### src/rtl/atrp_pkg.sv
`default_nettype none
package atrp_pkg;

	// longest line is LINE_LIMIT bytes (a prompt at full length)
	localparam int LINE_LIMIT = 256;
	localparam int CNT_W = $clog2(LINE_LIMIT + 1);
	localparam int LEN_W = 9;

	localparam int FIFO_DEPTH = 4;
	localparam int PTR_W = $clog2(FIFO_DEPTH);
	localparam int FCNT_W = $clog2(FIFO_DEPTH + 1);

	localparam logic [1:0] KIND_BYTE = 2'd0;
	localparam logic [1:0] KIND_CMD  = 2'd1;
	localparam logic [1:0] KIND_TICK = 2'd2;
	localparam logic [1:0] KIND_RAW  = 2'd3;

	localparam logic [2:0] EV_RAW     = 3'd0;
	localparam logic [2:0] EV_LINE    = 3'd1;
	localparam logic [2:0] EV_OK      = 3'd2;
	localparam logic [2:0] EV_ERROR   = 3'd3;
	localparam logic [2:0] EV_TIMEOUT = 3'd4;
	localparam logic [2:0] EV_ACCEPT  = 3'd5;
	localparam logic [2:0] EV_REJECT  = 3'd6;

	localparam logic [7:0] CH_NUL = 8'h00;
	localparam logic [7:0] CH_CR  = 8'h0D;
	localparam logic [7:0] CH_LF  = 8'h0A;
	localparam logic [7:0] CH_GT  = 8'h3E;
	localparam logic [7:0] CH_O   = 8'h4F;
	localparam logic [7:0] CH_K   = 8'h4B;
	localparam logic [7:0] CH_E   = 8'h45;
	localparam logic [7:0] CH_R   = 8'h52;
	localparam logic [7:0] CH_F   = 8'h46;
	localparam logic [7:0] CH_A   = 8'h41;
	localparam logic [7:0] CH_I   = 8'h49;
	localparam logic [7:0] CH_L   = 8'h4C;

	localparam logic [2:0] ERR_LEN  = 3'd5;
	localparam logic [2:0] FAIL_LEN = 3'd4;

	localparam logic [31:0] DEFAULT_TIMEOUT_RST = 32'd1000;

	typedef struct packed {
		logic [1:0] ok_prog;
		logic [2:0] err_prog;
		logic [2:0] fail_prog;
		logic [1:0] found;
		logic       zero_seen;
	} atrp_match_t;

	localparam atrp_match_t MATCH_CLEAR = '0;

	typedef struct packed {
		logic [1:0]  kind;
		logic [7:0]  rx_byte;
		logic [31:0] timeout_ms;
		logic [31:0] raw_length;
	} atrp_req_t;

	typedef struct packed {
		logic [2:0]       event_res;
		logic [7:0]       data_byte;
		logic [LEN_W-1:0] line_length;
		logic             last;
	} atrp_res_t;

	// up to two results pushed per item
	typedef struct packed {
		logic [1:0] n;
		atrp_res_t  r0;
		atrp_res_t  r1;
	} atrp_push_t;

	function automatic logic [7:0] err_char(input logic [2:0] idx);
		logic [7:0] c;
		case (idx)
			3'd0:    c = CH_E;
			3'd1:    c = CH_R;
			3'd2:    c = CH_R;
			3'd3:    c = CH_O;
			3'd4:    c = CH_R;
			default: c = CH_NUL;
		endcase
		return c;
	endfunction

	function automatic logic [7:0] fail_char(input logic [2:0] idx);
		logic [7:0] c;
		case (idx)
			3'd0:    c = CH_F;
			3'd1:    c = CH_A;
			3'd2:    c = CH_I;
			3'd3:    c = CH_L;
			default: c = CH_NUL;
		endcase
		return c;
	endfunction

endpackage
`default_nettype wire

### src/rtl/atrp_if.sv
`default_nettype none
interface atrp_in_if;
	logic        valid;
	logic        ready;
	logic [1:0]  kind;
	logic [7:0]  rx_byte;
	logic [31:0] timeout_ms;
	logic [31:0] raw_length;

	modport source (output valid, kind, rx_byte, timeout_ms, raw_length, input ready);
	modport sink   (input valid, kind, rx_byte, timeout_ms, raw_length, output ready);
endinterface

interface atrp_out_if;
	logic       valid;
	logic       ready;
	logic [2:0] event_res;
	logic [7:0] data_byte;
	logic [8:0] line_length;
	logic       last;

	modport source (output valid, event_res, data_byte, line_length, last, input ready);
	modport sink   (input valid, event_res, data_byte, line_length, last, output ready);
endinterface
`default_nettype wire

### src/rtl/at_response_line_parser.sv
// path: a result item passes the input register and the result queue before it is offered
// throughput: one input item per cycle while the result queue has room for two; an item
//   with two results offers them in turn from the four-entry result queue
// reset: arst_n clears all line, match, timer and raw state and the queue at once;
//   default timeout returns to 1000 ms
`default_nettype none
module at_response_line_parser import atrp_pkg::*; (
	input  logic        clk,
	input  logic        arst_n,
	input  logic        cfg_wr_en,
	input  logic [31:0] cfg_wr_data,
	atrp_in_if.sink     req,
	atrp_out_if.source  rsp
);

	// input register stage: one item parked ahead of the parser core
	logic       vld_s1;
	atrp_req_t  req_s1;

	// queue has room for the worst case of two results from one item
	logic       room;
	logic       fire;
	atrp_push_t push;

	// the core fires whenever an item is parked and the queue can take both results
	assign fire      = vld_s1 && room;
	// ready does not depend on the output side directly, only on the parked item and queue fill
	assign req.ready = !vld_s1 || room;

	always_ff @(posedge clk or negedge arst_n) begin
		if (!arst_n) begin
			vld_s1 <= 1'b0;
		end else begin
			if (req.valid && req.ready) begin
				vld_s1 <= 1'b1;
			end else if (fire) begin
				vld_s1 <= 1'b0;
			end
		end
	end

	// payload needs no reset
	always_ff @(posedge clk) begin
		if (req.valid && req.ready) begin
			req_s1.kind       <= req.kind;
			req_s1.rx_byte    <= req.rx_byte;
			req_s1.timeout_ms <= req.timeout_ms;
			req_s1.raw_length <= req.raw_length;
		end
	end

	// line splitter, pattern matchers, timeout counter and raw byte counter
	atrp_core u_core (
		.clk         (clk),
		.arst_n      (arst_n),
		.cfg_wr_en   (cfg_wr_en),
		.cfg_wr_data (cfg_wr_data),
		.fire        (fire),
		.req         (req_s1),
		.push        (push)
	);

	// result queue parts the core from the output handshake
	atrp_res_fifo u_res_fifo (
		.clk    (clk),
		.arst_n (arst_n),
		.push   (push),
		.room   (room),
		.rsp    (rsp)
	);

endmodule
`default_nettype wire

### src/rtl/atrp_matcher.sv
`default_nettype none
module atrp_matcher import atrp_pkg::*; (
	input  atrp_match_t cur,
	input  logic [7:0]  rx_byte,
	output atrp_match_t nxt
);

	always_comb begin
		nxt = cur;
		if (!cur.zero_seen) begin
			if (rx_byte == CH_NUL) begin
				nxt.zero_seen = 1'b1;
			end else begin
				// OK
				if (cur.ok_prog == 2'd1 && rx_byte == CH_K) begin
					nxt.found[0] = 1'b1;
					nxt.ok_prog  = 2'd0;
				end else begin
					nxt.ok_prog = (rx_byte == CH_O) ? 2'd1 : 2'd0;
				end
				// ERROR
				if (cur.err_prog < ERR_LEN && rx_byte == err_char(cur.err_prog)) begin
					if (cur.err_prog + 3'd1 == ERR_LEN) begin
						nxt.found[1] = 1'b1;
						nxt.err_prog = 3'd0;
					end else begin
						nxt.err_prog = cur.err_prog + 3'd1;
					end
				end else begin
					nxt.err_prog = (rx_byte == CH_E) ? 3'd1 : 3'd0;
				end
				// FAIL
				if (cur.fail_prog < FAIL_LEN && rx_byte == fail_char(cur.fail_prog)) begin
					if (cur.fail_prog + 3'd1 == FAIL_LEN) begin
						nxt.found[1]  = 1'b1;
						nxt.fail_prog = 3'd0;
					end else begin
						nxt.fail_prog = cur.fail_prog + 3'd1;
					end
				end else begin
					nxt.fail_prog = (rx_byte == CH_F) ? 3'd1 : 3'd0;
				end
			end
		end
	end

endmodule
`default_nettype wire

### src/rtl/atrp_core.sv
`default_nettype none
module atrp_core import atrp_pkg::*; (
	input  logic        clk,
	input  logic        arst_n,
	input  logic        cfg_wr_en,
	input  logic [31:0] cfg_wr_data,
	input  logic        fire,
	input  atrp_req_t   req,
	output atrp_push_t  push
);

	logic             waiting_q, waiting_n;
	logic [31:0]      elapsed_q, elapsed_n;
	logic [31:0]      active_tmo_q, active_tmo_n;
	logic [31:0]      default_tmo_q;
	logic [CNT_W-1:0] line_cnt_q, line_cnt_n;
	logic [31:0]      raw_left_q, raw_left_n;
	atrp_match_t      match_q, match_n, match_upd;

	logic             do_end;
	logic [CNT_W-1:0] cnt_inc;
	logic [31:0]      el_inc;
	logic [1:0]       n;
	atrp_res_t        r0, r1;

	atrp_matcher u_matcher (
		.cur     (match_q),
		.rx_byte (req.rx_byte),
		.nxt     (match_upd)
	);

	function automatic atrp_res_t mk_res(input logic [2:0] ev, input logic [7:0] d,
			input logic [LEN_W-1:0] len);
		atrp_res_t r;
		r.event_res   = ev;
		r.data_byte   = d;
		r.line_length = len;
		r.last        = 1'b0;
		return r;
	endfunction

	assign cnt_inc = line_cnt_q + CNT_W'(1);
	assign el_inc  = (elapsed_q == 32'hFFFF_FFFF) ? elapsed_q : elapsed_q + 32'd1;

	always_comb begin
		waiting_n    = waiting_q;
		elapsed_n    = elapsed_q;
		active_tmo_n = active_tmo_q;
		line_cnt_n   = line_cnt_q;
		raw_left_n   = raw_left_q;
		match_n      = match_q;
		do_end       = 1'b0;
		n            = 2'd0;
		r0           = mk_res(EV_RAW, 8'd0, '0);
		r1           = mk_res(EV_RAW, 8'd0, '0);
		case (req.kind)
			KIND_BYTE: begin
				if (raw_left_q != 32'd0) begin
					raw_left_n = raw_left_q - 32'd1;
					n          = 2'd1;
					r0         = mk_res(EV_RAW, req.rx_byte, '0);
				end else if (req.rx_byte inside {CH_CR, CH_LF, CH_GT}) begin
					if (req.rx_byte == CH_GT) begin
						match_n    = match_upd;
						line_cnt_n = cnt_inc;
					end
					if (line_cnt_n != '0) begin
						do_end = 1'b1;
					end
				end else if (line_cnt_q < CNT_W'(LINE_LIMIT - 1)) begin
					match_n    = match_upd;
					line_cnt_n = cnt_inc;
				end else begin
					do_end = 1'b1;
				end
			end
			KIND_CMD: begin
				n = 2'd1;
				if (waiting_q) begin
					r0 = mk_res(EV_REJECT, 8'd0, '0);
				end else begin
					waiting_n    = 1'b1;
					elapsed_n    = 32'd0;
					active_tmo_n = (req.timeout_ms != 32'd0) ? req.timeout_ms : default_tmo_q;
					line_cnt_n   = '0;
					match_n      = MATCH_CLEAR;
					r0           = mk_res(EV_ACCEPT, 8'd0, '0);
				end
			end
			KIND_TICK: begin
				if (waiting_q) begin
					elapsed_n = el_inc;
					if (el_inc > active_tmo_q) begin
						waiting_n = 1'b0;
						n         = 2'd1;
						r0        = mk_res(EV_TIMEOUT, 8'd0, '0);
					end
				end
			end
			KIND_RAW: begin
				raw_left_n = req.raw_length;
			end
			default: begin
			end
		endcase

		if (do_end) begin
			r0 = mk_res(EV_LINE, 8'd0, LEN_W'(line_cnt_n));
			n  = 2'd1;
			if (waiting_q && match_n.found != 2'b00) begin
				r1        = mk_res(match_n.found[0] ? EV_OK : EV_ERROR, 8'd0,
					LEN_W'(line_cnt_n));
				n         = 2'd2;
				waiting_n = 1'b0;
			end
			line_cnt_n = '0;
			match_n    = MATCH_CLEAR;
		end

		r0.last = (n == 2'd1);
		r1.last = 1'b1;

		push.n  = fire ? n : 2'd0;
		push.r0 = r0;
		push.r1 = r1;
	end

	always_ff @(posedge clk or negedge arst_n) begin
		if (!arst_n) begin
			waiting_q     <= 1'b0;
			elapsed_q     <= 32'd0;
			active_tmo_q  <= 32'd0;
			line_cnt_q    <= '0;
			raw_left_q    <= 32'd0;
			match_q       <= MATCH_CLEAR;
			default_tmo_q <= DEFAULT_TIMEOUT_RST;
		end else begin
			if (cfg_wr_en) begin
				default_tmo_q <= cfg_wr_data;
			end
			if (fire) begin
				waiting_q    <= waiting_n;
				elapsed_q    <= elapsed_n;
				active_tmo_q <= active_tmo_n;
				line_cnt_q   <= line_cnt_n;
				raw_left_q   <= raw_left_n;
				match_q      <= match_n;
			end
		end
	end

endmodule
`default_nettype wire

### src/rtl/atrp_res_fifo.sv
`default_nettype none
module atrp_res_fifo import atrp_pkg::*; (
	input  logic       clk,
	input  logic       arst_n,
	input  atrp_push_t push,
	output logic       room,
	atrp_out_if.source rsp
);

	atrp_res_t         mem [FIFO_DEPTH];
	logic [PTR_W-1:0]  wr_ptr_q, rd_ptr_q;
	logic [FCNT_W-1:0] count_q;
	logic              pop;
	atrp_res_t         head;

	assign pop  = rsp.valid && rsp.ready;
	assign room = (count_q <= FCNT_W'(FIFO_DEPTH - 2));
	assign head = mem[rd_ptr_q];

	assign rsp.valid       = (count_q != '0);
	assign rsp.event_res   = head.event_res;
	assign rsp.data_byte   = head.data_byte;
	assign rsp.line_length = head.line_length;
	assign rsp.last        = head.last;

	always_ff @(posedge clk) begin
		if (push.n != 2'd0) begin
			mem[wr_ptr_q] <= push.r0;
		end
		if (push.n == 2'd2) begin
			mem[wr_ptr_q + PTR_W'(1)] <= push.r1;
		end
	end

	always_ff @(posedge clk or negedge arst_n) begin
		if (!arst_n) begin
			wr_ptr_q <= '0;
			rd_ptr_q <= '0;
			count_q  <= '0;
		end else begin
			wr_ptr_q <= wr_ptr_q + PTR_W'(push.n);
			if (pop) begin
				rd_ptr_q <= rd_ptr_q + PTR_W'(1);
			end
			count_q <= count_q + FCNT_W'(push.n) - FCNT_W'(pop);
		end
	end

endmodule
`default_nettype wire

### src/flat_wrapper.sv
// flat-port wrapper written by rule: the top's interface ports become plain ports
module at_response_line_parser_flat import atrp_pkg::*;
  (clk, arst_n, cfg_wr_en, cfg_wr_data, req_valid, req_kind, req_rx_byte, req_timeout_ms, req_raw_length, req_ready, rsp_valid, rsp_event_res, rsp_data_byte, rsp_line_length, rsp_last, rsp_ready);
  atrp_in_if req_i ();
  atrp_out_if rsp_i ();
  input  logic clk;
  input  logic arst_n;
  input  logic cfg_wr_en;
  input  logic [31:0] cfg_wr_data;
  input wire logic [$bits(req_i.valid)-1:0] req_valid;
  input wire logic [$bits(req_i.kind)-1:0] req_kind;
  input wire logic [$bits(req_i.rx_byte)-1:0] req_rx_byte;
  input wire logic [$bits(req_i.timeout_ms)-1:0] req_timeout_ms;
  input wire logic [$bits(req_i.raw_length)-1:0] req_raw_length;
  output wire logic [$bits(req_i.ready)-1:0] req_ready;
  output wire logic [$bits(rsp_i.valid)-1:0] rsp_valid;
  output wire logic [$bits(rsp_i.event_res)-1:0] rsp_event_res;
  output wire logic [$bits(rsp_i.data_byte)-1:0] rsp_data_byte;
  output wire logic [$bits(rsp_i.line_length)-1:0] rsp_line_length;
  output wire logic [$bits(rsp_i.last)-1:0] rsp_last;
  input wire logic [$bits(rsp_i.ready)-1:0] rsp_ready;
  assign req_i.valid = req_valid;
  assign req_i.kind = req_kind;
  assign req_i.rx_byte = req_rx_byte;
  assign req_i.timeout_ms = req_timeout_ms;
  assign req_i.raw_length = req_raw_length;
  assign req_ready = req_i.ready;
  assign rsp_valid = rsp_i.valid;
  assign rsp_event_res = rsp_i.event_res;
  assign rsp_data_byte = rsp_i.data_byte;
  assign rsp_line_length = rsp_i.line_length;
  assign rsp_last = rsp_i.last;
  assign rsp_i.ready = rsp_ready;
  at_response_line_parser u_core (.clk(clk), .arst_n(arst_n), .cfg_wr_en(cfg_wr_en), .cfg_wr_data(cfg_wr_data), .req(req_i), .rsp(rsp_i));
endmodule
### config.mk
export PLATFORM = sky130hd
export DESIGN_NAME = at_response_line_parser_flat
export DESIGN_NICKNAME = d
export VERILOG_FILES = /design/src/rtl/atrp_pkg.sv /design/src/rtl/atrp_if.sv /design/src/rtl/at_response_line_parser.sv /design/src/rtl/atrp_matcher.sv /design/src/rtl/atrp_core.sv /design/src/rtl/atrp_res_fifo.sv /design/src/flat_wrapper.sv
export SDC_FILE = /design/constraint.sdc
export NUM_CORES = 1
export LEC_CHECK = 0
export ABC_AREA = 1
export ABC_CLOCK_PERIOD_IN_PS = 10370
export BUFFER_PORTS_ARGS = -buffer_cell sky130_fd_sc_hd__buf_2
export CAP_MARGIN = 20
export CORE_ASPECT_RATIO = 0.75
export CORE_MARGIN = 3
export CORE_UTILIZATION = 33
export DETAILED_ROUTE_END_ITERATION = 8
export PLACE_DENSITY_LB_ADDON = 0.25
export SYNTH_ARGS = -nofsm -noshare
export SYNTH_HDL_FRONTEND = slang
export SYNTH_SLANG_ARGS = --single-unit
### constraint.sdc
create_clock -name clk -period 10.37 [get_ports clk]
set_input_delay 2.074 -clock clk [delete_from_list [all_inputs] [get_ports clk]]
set_output_delay 2.074 -clock clk [all_outputs]
set_load 0.01 [all_outputs]
* Yosys cells after proc, flatten, opt, wreduce, memory -nomap -nowiden
Memory sizes are Yosys's and may differ from the RTL's.
Cells that the tools add are included.
** Word-level totals
- Input bits :: 111
- Word-level logic and storage cells :: 175
- Register bits :: 231
- Memories :: 1
- RAM bits :: 84
- Output and inout bits :: 23
** Operators by class
- $add $sub $neg :: 10
- Bitwise gates (word level) :: 1
- Reductions and logical operators :: 29
- Muxes and demuxes :: 78
- Order comparisons :: 5
- Eq/ne operators :: 32
** Memory list
- u_core.u_res_fifo.mem :: words 4, bits a word 21, rd ports 1, clocked after Yosys merged registers in 0, wr ports 2, RTL line atrp_res_fifo.sv:10 : atrp_res_t mem [FIFO_DEPTH];
** Operators by type and width (count)
- 32-bit 2-to-1 mux :: 5
- 32-bit one-hot mux with 2 select lines :: 2
- 9-bit 2-to-1 mux :: 9
- 11-bit 2-to-1 mux :: 7
- 32-bit nonzero test :: 2
- 21-bit 2-to-1 mux :: 3
- 21-bit one-hot mux with 3 select lines :: 1
- 20-bit 2-to-1 mux :: 3
- 32-bit by 1-bit adder with 32-bit output, second input constant :: 1
- 32-bit == test, second input constant :: 1
- 8-bit by 7-bit == test with 1-bit output, second input constant :: 4
- 32-bit greater-than comparator :: 1
- 8-bit 2-to-1 mux :: 4
- 32-bit by 1-bit subtractor with 32-bit output, second input constant :: 1
- 1-bit 2-to-1 mux :: 28
- 7-bit one-hot mux with 4 select lines :: 1
- 11-bit one-hot mux with 2 select lines :: 1
- 7-bit one-hot mux with 3 select lines :: 1
- 18-bit 2-to-1 mux :: 1
- 9-bit one-hot mux with 2 select lines :: 1
- 8-bit by 4-bit == test with 1-bit output, second input constant :: 2
- 8-bit == test :: 2
- 3-bit by 2-bit == test with 1-bit output, second input constant :: 4
- 3-bit 2-to-1 mux :: 4
- other kinds (35) :: 66

* Depth between registers and ports, before layout
Gate-level depths: netlist of run 1.
- Depth in word-level cells :: 24
- Depth in mapped cells :: 32
- Depth with buffers taken out :: 32

* Hierarchy
A second synthesis of run 1 with hierarchy kept.
** Second synthesis, totals
- Cell total of the unflattened synthesis :: 2115
- Area total of the unflattened synthesis :: 17678.2 um^2
** Modules (own cells, without submodules)
- atrp_core :: sequential area each 3736.1 um^2, cells each 1303, times used 1, area each 9813.2 um^2
- atrp_res_fifo :: sequential area each 2697.6 um^2, cells each 609, times used 1, area each 4912.2 um^2
- at_response_line_parser :: sequential area each 2247.2 um^2, cells each 82, times used 1, area each 2274.7 um^2
- atrp_matcher :: sequential area each 0.0 um^2, cells each 121, times used 1, area each 678.2 um^2

* Worst setup path before layout of run 1
No wires, ideal clock.
- Path type :: input to register
- From :: input req_valid
- To :: register u_core.req_s1[0] (netlist name) (enable)
- Path buffers :: 0
- Slack :: 4.140 ns
- Arrival time :: 5.700 ns
- Stages on the path :: 2
- Cells stage by stage :: inv_1 -> a21oi_1
** On the way
- Longest elaborated chain between the ends :: 1
** Ends and longest elaborated chain
- start, declared :: RTL line flat_wrapper.sv:10 : input wire logic [$bits(req_i.valid)-1:0] req_valid;
- 1-bit logical AND :: RTL line at_response_line_parser.sv:44 : if (req.valid && req.ready) begin
- end, declared :: RTL line at_response_line_parser.sv:18 : atrp_req_t req_s1;
Every way passes these cells.
A chain may end at the register's enable or synchronous reset.

==> results.sh, run 1 <==
export IMPL_top_layer="met5"
export IMPL_startpoint_type="register"
export IMPL_synth_edf_count=118
export IMPL_first_pass_iters=5
export IMPL_final_util=0.385
export IMPL_areaGrowthSynthToFinish_pct=14.3
export IMPL_fp_row_count=71
export IMPL_skew_ns=0.0218
export IMPL_antenna_cells=0
export IMPL_cts_resized=0
export IMPL_rsz0062_at_grt="false"
export IMPL_cts_tree="built"
export IMPL_maxCapViolCount=0
export IMPL_cpPeakStageDelay_ns=0.72
export IMPL_multi_input_area_um2=7330
export IMPL_finalSetupViolCount=0
export IMPL_syn_inst=1992
export IMPL_cp_end_kind="register"
export IMPL_core_um2=50500
export IMPL_worstSetupPathType="reg2reg"
export IMPL_crit_family="simple AND/OR/NAND/NOR gates"
export IMPL_vias_per_cell=4.97
export IMPL_hold_viol_final=0
export IMPL_timing_setup_tns_ns=0
export IMPL_cts_sinks=315
export IMPL_gr_usage_all_layers=0.169
export IMPL_antenna_found_initial=3
export IMPL_synth_cell_types=61
export IMPL_synth_seq_cells=315
export IMPL_period_share=0.528
export IMPL_holdBufCountCts=0
export IMPL_synth_top_area_frac=0.222
export IMPL_critical_path_required_ns=10.68
export IMPL_cts_buffers=36
export IMPL_hold_path_class="reg2reg"
export IMPL_ios=134
export IMPL_port_buffer_count=133
export IMPL_die_h_um=203
export IMPL_place_hpwl_um=32400
export IMPL_initialDrtViolationCount=886
export IMPL_drt_met1_wl_um=22400
export IMPL_postRouteAntennaNets=0
export IMPL_post_cts_buffers=0
export IMPL_grt_pass1_vias=13600
export IMPL_clockBufferDepth=3
export IMPL_holdPathStages=2
export IMPL_start_util=0.337
export IMPL_ir_drop_mv=0.123
export IMPL_wl_met3_um=2110
export IMPL_status="complete, no violations"
export IMPL_cellLeakagePower_nw=9.18
export IMPL_num_vias=13900
export IMPL_clk_root_buffer_cell="clkbuf_16"
export IMPL_crit_top_cell="nand2_1"
export IMPL_seq_area_frac_synth=0.486
export IMPL_synthFlopType="dfrtp_1"
export IMPL_slew_viol_final=0
export IMPL_grt_overflow=0
export IMPL_wl_per_cell_um=16.3
export IMPL_drc=0
export IMPL_netlist_top_cell_by_area="dfrtp_1"
export IMPL_relSlewSlack=0.304
export IMPL_cp_slowest_cell="nand3_1"
export IMPL_tightestPinTransition_ns=1.04
export IMPL_h_tree_depth=2
export IMPL_netlist_top_cells_area="dfrtp_1, edfxtp_1, nand2_1"
export IMPL_reg2regPathDepth=25
export IMPL_post_place_cells=2728
export IMPL_wl_met2_um=19800
export IMPL_ys_async_sr_fraction=0.498
export IMPL_syn_num_nets=2158
export IMPL_arrival_ns=5.79
export IMPL_p_per_area_nw_per_um2=232
export IMPL_grt_max_degree=91
export IMPL_routed_wirelength_um=45500
export IMPL_path_clk_slew_ns=0.06
export IMPL_avgSynthCellArea_um2=8.55
export IMPL_cp_max_fo=21
export IMPL_grt_pass1_wl_um=73800
export IMPL_fin_cells=2795
export IMPL_fmax_mhz=183
export IMPL_die_width_um=268
export IMPL_min_period_ns=5.48
export IMPL_gp_congestion=0.866
export IMPL_ys_warn_count=0
export IMPL_hold_slack_ns=0.457
export IMPL_num_fill_cells=5092
export IMPL_layout_drive_gt1_share=0.137
export IMPL_seq_area_um2=8280
export IMPL_fin_nets=2277
export IMPL_insertion_delay_ns=0.56
export IMPL_netlist_area_um2=17000
export IMPL_crit_buf_inv=2
export IMPL_die_area_um2=54400
export IMPL_cp_depth=25
==> tightest hold or removal path, cell delays in order (launching register included) <==
cell	delay, ns
dfxtp_1	0.32
nand2_1	0.05
nand3_1	0.06
==> metal layers <==
layer | up-vias | GRT usage
met4 | 6 | 0.0510
met2 | 268 | 0.254
met5 | - | 0
met3 | 78 | 0.0319
li1 | 6880 | -
met1 | 6656 | 0.247
==> stage by stage <==
stage / cell area (um^2) / setup WS (ns) / total power, mW
after floorplan: 17000 / 4.14 / 2.84
after global placement: 18300 / 5.16 / 3.25
after detailed placement: 18300 / 4.91 / 3.29
after CTS: 19400 / 4.89 / 4.56
after global routing: 19500 / 4.12 / 4.85
final: 19500 / 4.89 / 4.51
==> cells in the mapped netlist, types with 4 or more instances <==
| cell | number |
|---|---|
| dfrtp_1 | 151 |
| nor4_1 | 16 |
| a22o_1 | 5 |
| a31oi_1 | 14 |
| ha_1 | 54 |
| o22ai_1 | 43 |
| mux2_2 | 32 |
| buf_6 | 8 |
| xor2_1 | 41 |
| nand3_4 | 4 |
| inv_1 | 287 |
| nand2_1 | 364 |
| nand3_2 | 7 |
| nor2_1 | 205 |
| o221ai_1 | 4 |
| edfxtp_1 | 118 |
| nand4_4 | 4 |
| buf_2 | 14 |
| mux2i_1 | 25 |
| dfxtp_1 | 40 |
| buf_1 | 6 |
| clkbuf_1 | 36 |
| o21ai_0 | 131 |
| nand4_1 | 25 |
| clkinv_1 | 4 |
| nand3_1 | 102 |
| nand2_2 | 12 |
| dfstp_2 | 6 |
| a21oi_1 | 137 |
| nor3_1 | 30 |
| o211ai_1 | 10 |
| nor2_2 | 8 |
==> report_power, final <==
group / total [mW] / leakage (nW) / internal, mW / switching (mW)
Clock: 1.24 / 0.552 / 0.708 / 0.528
Combinational: 1.45 / 5.19 / 0.496 / 0.952
Sequential: 1.83 / 3.44 / 1.63 / 0.192
Total: 4.51 / 9.18 / 2.84 / 1.67
==> worst paths after layout <==
kind,start,slack (ns),endpoint
setup / recovery,u_core.u_core.elapsed_q[0]$_DFFE_PN0P_,4.89,u_core.u_res_fifo.mem[0][18]$_DFFE_PP_
hold / removal,u_core.u_res_fifo.mem[2][0]$_SDFFE_PP1N_,0.46,u_core.u_res_fifo.mem[2][0]$_SDFFE_PP1N_
hold reg to reg,u_core.u_res_fifo.mem[2][0]$_SDFFE_PP1N_,0.46,u_core.u_res_fifo.mem[2][0]$_SDFFE_PP1N_
setup reg to reg,u_core.u_core.elapsed_q[0]$_DFFE_PN0P_,4.89,u_core.u_res_fifo.mem[0][18]$_DFFE_PP_
max in group asynchronous,arst_n,7.25,u_core.u_core.active_tmo_q[16]$_DFFE_PN0P_
min in group asynchronous,arst_n,1.62,u_core.u_core.default_tmo_q[2]$_DFFE_PN0P_
==> layout by cell type, fill, tap and decap left out, types with 32 or more instances in the layout <==
cell / count
a21oi_1: 136
buf_2: 132
clkbuf_16: 36
dfrtp_1: 151
dfxtp_1: 40
edfxtp_1: 118
ha_1: 54
inv_1: 287
mux2_2: 32
nand2_1: 364
nand3_1: 102
nor2_1: 204
o21ai_0: 131
o22ai_1: 43
xor2_1: 41
==> cell type report <==
class	instances	area share
Clock buffer	48	0.0497
Timing Repair Buffer	148	0.0414
Inverter	294	0.0569
Tap cell	657	0.0423
Multi-Input combinational cell	1316	0.377
Clock inverter	17	0.00765
Sequential cell	315	0.426
==> logic make-up after synthesis <==
group | count (synthesis) | share of synthesized area
XOR/XNOR | 44 | 0.0226
buffers and inverters | 361 | 0.0850
multiplexers | 57 | 0.0359
adder cells (fa/ha/maj) | 55 | 0.0409
AND/OR/NAND/NOR | 791 | 0.209
AO/OA/AOI/OAI | 369 | 0.120
flip-flops | 315 | 0.486
==> flip-flops by register name, summed over array words and instances (netlist names) <==
register / flops
u_core.u_core.elapsed_q: 32
u_core.u_core.match_q: 11
u_core.vld_s1: 1
u_core.u_res_fifo.wr_ptr_q: 2
u_core.u_core.line_cnt_q: 9
u_core.u_res_fifo.count_q: 3
u_core.u_res_fifo.rd_ptr_q: 2
u_core.u_core.raw_left_q: 32
u_core.u_core.waiting_q: 1
u_core.u_core.active_tmo_q: 32
u_core.u_core.default_tmo_q: 32
u_core.req_s1: 74
u_core.u_res_fifo.mem: 84
Power figures use the tool's default switching activity.
==> run 2, diff against run 1 <==
--- a/config.mk
+++ b/config.mk
@@ -6,7 +6,7 @@
 export NUM_CORES = 1
 export LEC_CHECK = 0
 export ABC_AREA = 1
-export ABC_CLOCK_PERIOD_IN_PS = 10370
+export ABC_CLOCK_PERIOD_IN_PS = 5400
 export BUFFER_PORTS_ARGS = -buffer_cell sky130_fd_sc_hd__buf_2
 export CAP_MARGIN = 20
 export CORE_ASPECT_RATIO = 0.75
==> constraint.sdc (replaced) <==
create_clock -name clk -period 5.4 [get_ports clk]
set_input_delay 1.08 -clock clk [delete_from_list [all_inputs] [get_ports clk]]
set_output_delay 1.08 -clock clk [all_outputs]
set_load 0.01 [all_outputs]
==> results.sh, run 2 (synthesis results as in run 1) <==
export IMPL_status="complete, no violations"
export IMPL_tightestPinTransition_ns=0.877
export IMPL_grt_pass1_vias=13600
export IMPL_startpoint_type="register"
export IMPL_worstSetupPathType="reg2reg"
export IMPL_fp_row_count=71
export IMPL_hold_viol_final=0
export IMPL_maxCapViolCount=0
export IMPL_p_sw_frac=0.367
export IMPL_path_clk_slew_ns=0.06
export IMPL_drc=0
export IMPL_dp_slack_ns=0.268
export IMPL_gp_congestion=0.903
export IMPL_die_h_um=203
export IMPL_layout_drive_gt1_share=0.143
export IMPL_antenna_found_initial=4
export IMPL_hold_path_class="reg2reg"
export IMPL_critical_path_required_ns=5.83
export IMPL_gr_usage_all_layers=0.169
export IMPL_die_width_um=268
export IMPL_initialDrtViolationCount=994
export IMPL_cp_max_fo=6
export IMPL_period_share=0.925
export IMPL_top_regs="u_core.u_res_fifo.mem: 84 flops, u_core.req_s1: 74 flops"
export IMPL_p_total_mw=8.78
export IMPL_p_per_area_nw_per_um2=448
export IMPL_first_pass_iters=6
export IMPL_place_hpwl_um=32900
export IMPL_min_period_ns=5.00
export IMPL_num_fill_cells=5063
export IMPL_routed_wirelength_um=45300
export IMPL_cellLeakagePower_nw=9.24
export IMPL_holdPathStages=2
export IMPL_seqPwrFrac=0.398
export IMPL_combPwrFrac=0.322
export IMPL_cp_slowest_cell="dfrtp_1"
export IMPL_cpPeakStageDelay_ns=0.45
export IMPL_cts_tree="built"
export IMPL_num_vias=14000
export IMPL_fin_area_um2=19600
export IMPL_fin_nets=2285
export IMPL_h_tree_depth=2
export IMPL_antenna_cells=0
export IMPL_regMostFlops="u_core.u_res_fifo.mem"
export IMPL_final_common_cell="nand2_1"
export IMPL_grt_overflow=0
export IMPL_setup_ws_ns=0.403
export IMPL_multi_input_area_um2=7350
export IMPL_cts_buffers=37
export IMPL_postRouteAntennaNets=0
export IMPL_p_int_mw=5.55
export IMPL_skew_ns=0.0158
export IMPL_hold_slack_ns=0.459
export IMPL_vias_per_cell=5.00
export IMPL_grt_pass1_wl_um=73500
export IMPL_die_area_um2=54400
export IMPL_cp_depth=28
export IMPL_clkPwrFrac=0.280
export IMPL_post_cts_buffers=0
export IMPL_cp_end_kind="register"
export IMPL_relSlewSlack=0.410
export IMPL_areaGrowthSynthToFinish_pct=15.2
export IMPL_crit_buf_inv=2
export IMPL_cts_sinks=315
export IMPL_arrival_ns=5.42
export IMPL_reg2regPathDepth=28
export IMPL_clockBufferDepth=3
export IMPL_finalSetupViolCount=0
export IMPL_largest_reg_flops=84
export IMPL_seq_area_um2=8280
export IMPL_final_cell_mix="nand2_1, inv_1, nor2_1"
export IMPL_grt_max_degree=87
export IMPL_clk_root_buffer_cell="clkbuf_16"
export IMPL_fmax_mhz=200
export IMPL_insertion_delay_ns=0.54
export IMPL_worstSetupStartpoint="u_core.u_core.elapsed_q[0]$_DFFE_PN0P_"
export IMPL_place_area_um2=18300
export IMPL_ios=134
export IMPL_p_sw_mw=3.22
export IMPL_start_util=0.337
export IMPL_core_um2=50500
export IMPL_holdCritStartpoint="u_core.u_res_fifo.mem[2][0]$_SDFFE_PP1N_"
export IMPL_wl_per_cell_um=16.2
export IMPL_ir_drop_mv=0.270
export IMPL_timing_rr_start="u_core.u_core.elapsed_q[0]$_DFFE_PN0P_"
export IMPL_port_buffer_count=133
export IMPL_crit_top_cell="nand2_1"
export IMPL_crit_family="simple AND/OR/NAND/NOR gates"
export IMPL_slew_viol_final=0
export IMPL_holdBufCountCts=0
## run 2: worst paths after layout
path	slack [ns]	to
setup / recovery	0.40	u_core.u_res_fifo.count_q[2]$_DFF_PN0_
hold / removal	0.46	u_core.u_res_fifo.mem[2][0]$_SDFFE_PP1N_
setup reg to reg	0.40	u_core.u_res_fifo.count_q[2]$_DFF_PN0_
hold reg to reg	0.46	u_core.u_res_fifo.mem[2][0]$_SDFFE_PP1N_
max in group asynchronous	3.77	u_core.u_core.match_q[7]$_DFFE_PN0P_
min in group asynchronous	0.59	u_core.u_core.default_tmo_q[4]$_DFFE_PN0P_
## run 2: per-stage QoR
step            util  instances  setup TNS (ns)
2_1_floorplan      -       1992               0
3_3_place_gp   0.363       2734               0
3_5_place_dp   0.363       2734               0
4_1_cts        0.386       2801               0
5_1_grt        0.388       2804         -0.0111
6_report       0.388       2804               0
## run 2: routing by layer
| metal | part of all wire | wire length [um] | up-vias | global-route usage |
|---|---|---|---|---|
| met4 | 0.029 | 1330 | 6 | 0.0584 |
| met1 | 0.49 | 22000 | 6681 | 0.245 |
| met3 | 0.056 | 2530 | 97 | 0.0308 |
| met5 | 0.00062 | 28 | - | 0 |
| met2 | 0.43 | 19400 | 339 | 0.251 |
| li1 | - | - | 6891 | - |
## run 2: final cells by class
cell class / instances / area share
Sequential cell: 315 / 0.422
Multi-Input combinational cell: 1316 / 0.375
Inverter: 294 / 0.0564
Clock buffer: 47 / 0.0502
Timing Repair Buffer: 155 / 0.0447
Tap cell: 657 / 0.0419
Clock inverter: 20 / 0.00938
## run 2: tightest hold or removal path: stages, from the launching register on
cell     delay [ns]
dfxtp_1        0.33
nand2_1        0.05
nand3_1        0.05
## run 2: power groups by stage
stage / clock network (mW) / registers (mW) / logic, mW
3_3_place_gp: 0 / 3.52 / 2.72
4_1_cts: 2.53 / 3.49 / 2.80
2_1_floorplan: 0 / 3.44 / 2.01
3_5_place_dp: 0 / 3.53 / 2.79
5_1_grt: 2.62 / 3.57 / 3.22
6_report: 2.46 / 3.50 / 2.82
## run 2: repair_timing
action / 4_1_cts / 5_1_grt
resized for setup: 0 / 6
endpoints found under the setup margin: 0 / 42
hold endpoints to repair: 0 / 0
==> run 3, diff against run 2 <==
--- a/config.mk
+++ b/config.mk
@@ -5,7 +5,6 @@
 export SDC_FILE = /design/constraint.sdc
 export NUM_CORES = 1
 export LEC_CHECK = 0
-export ABC_AREA = 1
 export ABC_CLOCK_PERIOD_IN_PS = 5400
 export BUFFER_PORTS_ARGS = -buffer_cell sky130_fd_sc_hd__buf_2
 export CAP_MARGIN = 20
==> results.sh, run 3 <==
export IMPL_status="complete, no violations"
export IMPL_dp_slack_ns=0.0296
export IMPL_reg2regPathDepth=22
export IMPL_drc=0
export IMPL_regMostFlops="u_core.u_res_fifo.mem"
export IMPL_r2r_end="u_core.u_res_fifo.count_q[2]$_DFF_PN0_"
export IMPL_min_period_ns=4.97
export IMPL_synth_cell_types=85
export IMPL_ys_top_cells_by_count="dfrtp_1, nand2_1, o21ai_0"
export IMPL_grt_pass1_vias=12000
export IMPL_synthFlopType="dfrtp_1"
export IMPL_ir_drop_mv=0.270
export IMPL_routed_wirelength_um=44000
export IMPL_gp_congestion=0.830
export IMPL_syn_num_nets=1728
export IMPL_layout_drive_gt1_share=0.199
export IMPL_cts_tree="built"
export IMPL_arrival_ns=5.39
export IMPL_path_clk_slew_ns=0.06
export IMPL_insertion_delay_ns=0.54
export IMPL_fp_row_count=69
export IMPL_fmax_mhz=201
export IMPL_hold_path_class="reg2reg"
export IMPL_relSlewSlack=0.252
export IMPL_ios=134
export IMPL_antenna_found_initial=4
export IMPL_hold_slack_ns=0.467
export IMPL_gr_usage_all_layers=0.168
export IMPL_port_buffer_count=133
export IMPL_worstSetupStartpoint="u_core.u_core.elapsed_q[9]$_DFFE_PN0P_"
export IMPL_die_width_um=262
export IMPL_period_share=0.920
export IMPL_cp_max_fo=8
export IMPL_p_per_area_nw_per_um2=438
export IMPL_grt_overflow=0
export IMPL_ff2ff_setup_slack_ns=0.43
export IMPL_core_um2=48000
export IMPL_syn_inst=1562
export IMPL_vias_per_cell=5.35
export IMPL_hold_viol_final=0
export IMPL_netlist_top_cell_by_area="dfrtp_1"
export IMPL_fin_nets=1844
export IMPL_critical_path_required_ns=5.82
export IMPL_seq_area_frac_synth=0.510
export IMPL_cts_sinks=315
export IMPL_grt_pass1_wl_um=68800
export IMPL_final_common_cell="dfrtp_1"
export IMPL_skew_ns=0.0161
export IMPL_yosysMostFrequentCell="dfrtp_1"
export IMPL_antenna_cells=0
export IMPL_die_area_um2=51900
export IMPL_netlist_top_cells_area="dfrtp_1, edfxtp_1, dfxtp_1"
export IMPL_num_vias=12600
export IMPL_startpoint_type="register"
export IMPL_slew_viol_final=0
export IMPL_postRouteAntennaNets=0
export IMPL_worstSetupPathType="reg2reg"
export IMPL_timing_rr_start="u_core.u_core.elapsed_q[9]$_DFFE_PN0P_"
export IMPL_wl_per_cell_um=18.7
export IMPL_start_util=0.338
export IMPL_rsz0062_at_grt="false"
export IMPL_setup_ws_ns=0.434
export IMPL_grt_max_degree=93
export IMPL_top_regs="u_core.u_res_fifo.mem: 84 flops, u_core.req_s1: 74 flops"
export IMPL_synth_seq_cells=315
export IMPL_maxCapViolCount=0
export IMPL_timing_setup_tns_ns=0
export IMPL_tightestPinTransition_ns=1.12
export IMPL_ys_async_sr_fraction=0.498
export IMPL_cp_end_kind="register"
export IMPL_ys_warn_count=0
export IMPL_final_cell_mix="dfrtp_1, nand2_1, buf_2"
export IMPL_finalSetupViolCount=0
export IMPL_largest_reg_flops=84
export IMPL_areaGrowthSynthToFinish_pct=16.4
export IMPL_synth_edf_count=118
export IMPL_synth_top_area_frac=0.233
export IMPL_crit_end="u_core.u_res_fifo.count_q[2]$_DFF_PN0_"
export IMPL_cellLeakagePower_nw=7.51
export IMPL_h_tree_depth=2
export IMPL_die_h_um=198
export IMPL_clockBufferDepth=3
export IMPL_place_hpwl_um=30600
export IMPL_num_fill_cells=4733
export IMPL_cts_buffers=36
export IMPL_holdBufCountCts=0
export IMPL_netlist_area_um2=16200
export IMPL_avgSynthCellArea_um2=10.4
export IMPL_clk_root_buffer_cell="clkbuf_16"
export IMPL_first_pass_iters=5
export IMPL_initialDrtViolationCount=892
==> run 3: cell type report <==
cell class | instances | area, um^2 | share of cell area
Tap cell | 639 | 800 | 0.0423
Clock inverter | 19 | 210 | 0.0111
Clock buffer | 47 | 962 | 0.0509
Sequential cell | 315 | 8280 | 0.438
Timing Repair Buffer | 174 | 1030 | 0.0544
Multi-Input combinational cell | 1087 | 7370 | 0.390
Inverter | 64 | 240 | 0.0127
==> run 3: cells by family after synthesis <==
family,synth area share
fa+ha+maj,0.0428
flops,0.510
buf+inv,0.0398
simple gates,0.150
xor+xnor,0.0259
mux,0.0694
compound gates,0.162
==> run 3: per-layer routing <==
metal  routed length, um  global-route usage  vias to the layer above
met5                  56                   0                        -
met4                 611              0.0335                        8
met3                2910              0.0403                       53
met2               18200               0.240                      340
met1               22100               0.257                     6162
li1                    -                   -                     5991
==> run 3: metrics by stage <==
step	utilization	power (mW)	area, um^2	instances
2_1_floorplan	-	5.02	16200	1562
3_3_place_gp	0.367	5.75	17600	2273
3_5_place_dp	0.368	5.85	17700	2275
4_1_cts	0.392	8.36	18800	2341
5_1_grt	0.394	8.80	18900	2345
6_report	0.394	8.28	18900	2345
==> run 3: worst min-delay path by stage <==
| stage | from | endpoint | slack, ns | cells past startpoint |
|---|---|---|---|---|
| 2_1_floorplan | u_core.u_res_fifo.mem[2][10]$_SDFFE_PP0N_ | u_core.u_res_fifo.mem[2][10]$_SDFFE_PP0N_ | 0.43 | 2 |
| 3_3_place_gp | u_core.u_res_fifo.mem[2][13]$_SDFFE_PP0N_ | u_core.u_res_fifo.mem[2][13]$_SDFFE_PP0N_ | 0.45 | 2 |
| 3_5_place_dp | u_core.u_res_fifo.mem[2][16]$_SDFFE_PP0N_ | u_core.u_res_fifo.mem[2][16]$_SDFFE_PP0N_ | 0.45 | 2 |
| 4_1_cts | u_core.u_res_fifo.mem[2][16]$_SDFFE_PP0N_ | u_core.u_res_fifo.mem[2][16]$_SDFFE_PP0N_ | 0.46 | 2 |
| 5_1_grt | u_core.u_core.match_q[2]$_DFFE_PN0P_ | u_core.u_core.match_q[2]$_DFFE_PN0P_ | 0.49 | 2 |
| 6_report | u_core.u_res_fifo.mem[2][17]$_SDFFE_PP0N_ | u_core.u_res_fifo.mem[2][17]$_SDFFE_PP0N_ | 0.47 | 2 |
==> run 3: critical path: stages, from the launching register on <==
cell,delay [ns]
dfrtp_1,0.43
and4_1,0.28
and4_1,0.29
nand4_1,0.11
buf_4,0.17
a211oi_2,0.23
and2_4,0.26
nand4_1,0.17
xnor2_1,0.18
ha_1,0.34
nand4_1,0.23
nor4_2,0.37
buf_4,0.17
nor2b_1,0.17
nand3_1,0.12
nand3_1,0.11
and3_1,0.19
inv_1,0.05
ha_1,0.26
inv_1,0.03
ha_1,0.18
fa_1,0.37
xnor2_1,0.14
==> run 3: where the power goes <==
group,leakage (nW),total (mW),internal (mW),switching (mW)
Combinational,3.55,2.23,0.893,1.34
Clock,0.573,2.46,1.42,1.04
Sequential,3.39,3.59,3.11,0.480
Total,7.51,8.28,5.42,2.86
==> run 3: timing repair <==
item | CTS | global route
endpoints found under the setup margin | 2 | 70
setup buffers | 0 | 4
pin swaps | 0 | 3
endpoints found under the hold margin | 0 | 0
gates resized for setup | 1 | 9
